`config.mk`:
```
export PLATFORM = sky130hd
export DESIGN_NAME = prtb_row
export DESIGN_NICKNAME = d
export VERILOG_FILES = /design/src/rtl/core/prtb_pkg.sv /design/src/rtl/core/prtb_row.sv
export SDC_FILE = /design/constraint.sdc
export NUM_CORES = 2
export LEC_CHECK = 0
export ABC_AREA = 0
export BUFFER_PORTS_ARGS = -buffer_cell sky130_fd_sc_hd__buf_4
export CAP_MARGIN = 20
export CORE_MARGIN = 10
export CORE_UTILIZATION = 66
export CTS_CLUSTER_DIAMETER = 50
export DETAILED_ROUTE_END_ITERATION = 7
export HOLD_SLACK_MARGIN = 0.12
export PLACE_DENSITY = 0.84
export SLEW_MARGIN = 40
export SYNTH_ARGS = -nofsm -noshare
export SYNTH_HDL_FRONTEND = slang
export SYNTH_SLANG_ARGS = --single-unit
```
`constraint.sdc`:
```
create_clock -name clk_i -period 9.1 [get_ports clk_i]
set_input_delay 0.91 -clock clk_i [delete_from_list [all_inputs] [get_ports clk_i]]
set_output_delay 0.91 -clock clk_i [all_outputs]
set_load 0.01 [all_outputs]
```
`src/rtl/core/prtb_pkg.sv`:
```
// shared constants and types for the point transform and bounding box block
package prtb_pkg;

  localparam int COORD_WIDTH = 32;
  localparam int COEF_WIDTH = 16;
  localparam int NUM_AXES = 3;
  localparam int CFG_IDX_WIDTH = 3;

  // offset register reset values in Q16.16 (0.45 m and 1.5 m)
  localparam int OFFSET_X_RESET = 29491;
  localparam int OFFSET_Y_RESET = 0;
  localparam int OFFSET_Z_RESET = 98304;

  typedef enum logic [CFG_IDX_WIDTH-1:0] {
    CFG_ROW_X,
    CFG_ROW_Y,
    CFG_ROW_Z,
    CFG_OFF_X,
    CFG_OFF_Y,
    CFG_OFF_Z
  } prtb_cfg_idx_e;

  typedef struct packed {
    logic mul_en;
    logic sum_en;
  } prtb_stage_en_t;

endpackage

```
`src/rtl/core/prtb_row.sv`:
```
// one matrix row: registered products, then sum, floor shift, offset and saturate
module prtb_row #(
  parameter int COORD_WIDTH = prtb_pkg::COORD_WIDTH,
  parameter int COEF_WIDTH  = prtb_pkg::COEF_WIDTH
) (
  input  logic                          clk_i,
  input  prtb_pkg::prtb_stage_en_t      en_i,
  input  logic signed [COORD_WIDTH-1:0] x_i,
  input  logic signed [COORD_WIDTH-1:0] y_i,
  input  logic signed [COORD_WIDTH-1:0] z_i,
  input  logic [3*COEF_WIDTH-1:0]       coef_i,
  input  logic signed [COORD_WIDTH-1:0] offset_i,
  output logic signed [COORD_WIDTH-1:0] res_o
);

  localparam int ProdW = COORD_WIDTH + COEF_WIDTH;
  localparam int SumW  = ProdW + 2;
  localparam int Frac  = COEF_WIDTH - 2;
  localparam int ShW   = SumW - Frac;
  localparam int TotW  = ShW + 1;

  logic signed [COORD_WIDTH-1:0] pt [3];
  logic signed [ProdW-1:0]       prod_d [3];
  logic signed [ProdW-1:0]       prod_q [3];
  logic signed [SumW-1:0]        sum;
  logic signed [TotW-1:0]        total;
  logic                          fits;
  logic signed [COORD_WIDTH-1:0] res_d;
  logic signed [COORD_WIDTH-1:0] res_q;

  assign pt[0] = x_i;
  assign pt[1] = y_i;
  assign pt[2] = z_i;

  always_comb begin
    for (int k = 0; k < 3; k++) begin
      prod_d[k] = ProdW'(pt[k]) * ProdW'($signed(coef_i[k*COEF_WIDTH +: COEF_WIDTH]));
    end
  end

  always_ff @(posedge clk_i) begin
    if (en_i.mul_en) begin
      prod_q <= prod_d;
    end
  end

  // arithmetic shift by the fraction bits is a floor
  always_comb begin
    sum   = SumW'(prod_q[0]) + SumW'(prod_q[1]) + SumW'(prod_q[2]);
    total = TotW'($signed(sum[SumW-1:Frac])) + TotW'(offset_i);
    fits  = (total[TotW-1:COORD_WIDTH-1] == '0) || (total[TotW-1:COORD_WIDTH-1] == '1);
    if (fits) begin
      res_d = total[COORD_WIDTH-1:0];
    end else if (total[TotW-1]) begin
      res_d = {1'b1, {(COORD_WIDTH-1){1'b0}}};
    end else begin
      res_d = {1'b0, {(COORD_WIDTH-1){1'b1}}};
    end
  end

  always_ff @(posedge clk_i) begin
    if (en_i.sum_en) begin
      res_q <= res_d;
    end
  end

  assign res_o = res_q;

endmodule

```
==> impl_metrics.env <==
export IMPL_synth_commonest_cells="inv_1, fa_1, nand2_1"
export IMPL_grt_first_pass_wirelength_um=263000
export IMPL_yosysSeqAreaShare=0.0830
export IMPL_setup_viol=0
export IMPL_start_util=0.667
export IMPL_cts_made_buffers=17
export IMPL_h_tree_depth=4
export IMPL_rows=113
export IMPL_synth_nets=9100
export IMPL_worstSetupPathType="input port to register"
export IMPL_hold_buffers=0
export IMPL_drt_wl_total_um=160000
export IMPL_skew_ns=0.00800
export IMPL_hpwl_um=131000
export IMPL_synth_edff_count=176
export IMPL_yosysMostFrequentCell="inv_1"
export IMPL_synth_top_area_share=0.473
export IMPL_drc=0
export IMPL_grt_max_degree=87
export IMPL_worst_slew_pin_transition_ns=0.798
export IMPL_io_pins=211
export IMPL_grt_pass1_vias=52500
export IMPL_syn_to_final_growth_pct=4.45
export IMPL_yosys_warnings=0
export IMPL_relSlewSlack=0.468
export IMPL_gp_congestion=0.920
export IMPL_postSynth_asyncResetShare=0
export IMPL_drtIter0Drc=3544
export IMPL_synth_xor_area_share=0.0290
export IMPL_synth_ff_type="edfxtp_1"
export IMPL_synth_distinct_cells=74
export IMPL_crit_family="adder cells"
export IMPL_die_area_mm2=0.109
export IMPL_period_needed_ns=7.48
export IMPL_cts_setup_buffers=0
export IMPL_dr_pass1_iters=8
export IMPL_vias=47100
export IMPL_synth_cells=6985
export IMPL_cp_cell_sequence="buf_4 > nand2_1 > fa_1 > inv_1 > fa_1 > inv_1 > fa_1 > inv_1 > fa_1 > fa_1 > inv_1 > fa_1 > inv_1 > ha_1 > a211oi_2 > o21bai_1 > a221o_1 > a22o_1 > a211oi_2 > a31oi_1 > a2111o_1 > a31o_1 > a21oi_2 > xnor2_1"
export IMPL_synth_mux_area_frac=0.000157
export IMPL_startpoint_type="input port"
export IMPL_path_clk_slew_ns=0.07
export IMPL_end_kind="register"
export IMPL_synth_compound_area_frac=0.0659
export IMPL_cp_arrival_ns=7.68
export IMPL_synth_simple_gate_area_frac=0.139
export IMPL_core_mm2=0.0954
export IMPL_vias_per_cell=5.72
export IMPL_clockBufferDepth=2
export IMPL_io_buffers=210
export IMPL_die_w_um=331
export IMPL_synth_top_family_by_area="adder cells"
export IMPL_ys_seq_elements=176
export IMPL_synth_area_mm2=0.0637
export IMPL_die_h_um=331
export IMPL_num_fill_cells=7125
export IMPL_cp_slowest_cell="fa_1"
export IMPL_finalSetupTns_ns=0
export IMPL_cp_common_cell="fa_1"
export IMPL_status="complete, no violations"
export IMPL_final_hold_viol_count=0
export IMPL_cts_resized=0
export IMPL_antenna_found_initial=9
export IMPL_period_share=0.822
export IMPL_diodes=0
export IMPL_wire_per_inst_um=19.4
export IMPL_drt_antenna_violating_nets=0
export IMPL_drv_cap=0
export IMPL_clock_latency_ns=0.45
export IMPL_max_freq_mhz=134
export IMPL_cpPeakStageDelay_ns=0.55
export IMPL_yosysTopAreaCell="fa_1"
export IMPL_cp_max_fo=32
export IMPL_crit_required_ns=9.30
export IMPL_gr_total_overflow=0
export IMPL_synthTopCellsByArea="fa_1, inv_1, ha_1"
export IMPL_hp_class="input port to register"
export IMPL_grt_setup_unrepaired="false"
export IMPL_cts_tree="built"
export IMPL_drive_gt1_frac=0.0404
export IMPL_critPathBufInv=6
export IMPL_finish_net_count=9075
export IMPL_slew_violations=0
export IMPL_syn_avg_cell_area_um2=9.12
export IMPL_clkSinkCount=176
export IMPL_cts_root_buffer="clkbuf_16"
export IMPL_synth_fa_ha_area_frac=0.558
export IMPL_track_usage=0.304
flip-flops by register name, indices dropped and copies added, names as in the netlist:
register and flops:
prod_q 144, res_o 32
final cells by class:
cell class	count	area (µm²)	area share
clock buffer	17	425	0.00639
multi-input combinational	4692	50500	0.758
sequential	176	5290	0.0794
inverter	1857	6970	0.105
clock inverter	15	173	0.00260
tap	1265	1580	0.0238
timing repair buffer	216	1630	0.0245
cell usage in the layout, fill, tap and decap left out, types with 6 or more instances in the layout:
| cell type | Yosys | routed |
|---|---|---|
| nand2_1 | 1023 | 1023 |
| a221oi_1 | 6 | 6 |
| nand4_1 | 24 | 24 |
| nand3_1 | 33 | 33 |
| ha_1 | 430 | 430 |
| a21oi_2 | 6 | 6 |
| or2_2 | 7 | 7 |
| inv_6 | 0 | 6 |
| o221ai_1 | 6 | 6 |
| a211oi_1 | 20 | 20 |
| o31ai_1 | 11 | 11 |
| a21boi_0 | 6 | 6 |
| a21oi_1 | 197 | 197 |
| edfxtp_1 | 176 | 176 |
| o21bai_1 | 37 | 37 |
| and2_1 | 508 | 508 |
| fa_1 | 1506 | 1506 |
| buf_4 | 0 | 214 |
| nor2_1 | 183 | 183 |
| inv_1 | 1855 | 1855 |
| o21ai_0 | 83 | 83 |
| o21ai_1 | 32 | 32 |
| nor2b_1 | 19 | 19 |
| nand2b_1 | 49 | 49 |
| clkbuf_16 | 0 | 17 |
| and3_1 | 15 | 15 |
| o21a_1 | 21 | 21 |
| xor2_1 | 61 | 61 |
| a31oi_1 | 12 | 11 |
| xnor2_1 | 150 | 150 |
| nor3_1 | 23 | 23 |
| o211ai_1 | 14 | 14 |
| a21o_1 | 119 | 119 |
per-stage QoR:
stage	instances	utilization	setup WS, ns	cell area [µm²]	hold WS, ns
CTS	8237	0.697	1.71	66500	0.921
global placement	8205	0.691	1.31	65900	1.27
floorplan	6985	-	1.87	63700	1.02
global route	8238	0.697	1.29	66500	0.934
finish	8238	0.697	1.62	66500	0.932
detailed placement	8205	0.691	1.23	65900	1.28
cell families (layout without fill, tap and decap cells):
kind of cell,count (synthesis),after routing
buf+inv,2117,2105
fa+ha+maj,1936,1936
simple gates,1903,1903
compound gates,641,641
xor+xnor,211,211
flops,176,176
mux,1,1
final timing paths:
path	endpoint	from	depth (start not counted)	slack, ns
max	prod_q[41]	coef_i[33]	24	1.62
min	res_o[0]	en_i[0]	1	0.93
max reg2reg	res_o[9]	prod_q[101]	23	1.82
min reg2reg	res_o[0]	prod_q[14]	6	1.30
routing by layer:
| layer | wire, µm | global-route usage |
|---|---|---|
| met5 | 109 | 0 |
| met2 | 77800 | 0.507 |
| met3 | 14400 | 0.0647 |
| met4 | 9160 | 0.159 |
| met1 | 58200 | 0.372 |
Power is not shown: default switching activity piles up to over one toggle a cycle in this logic, so the estimate is an artifact.
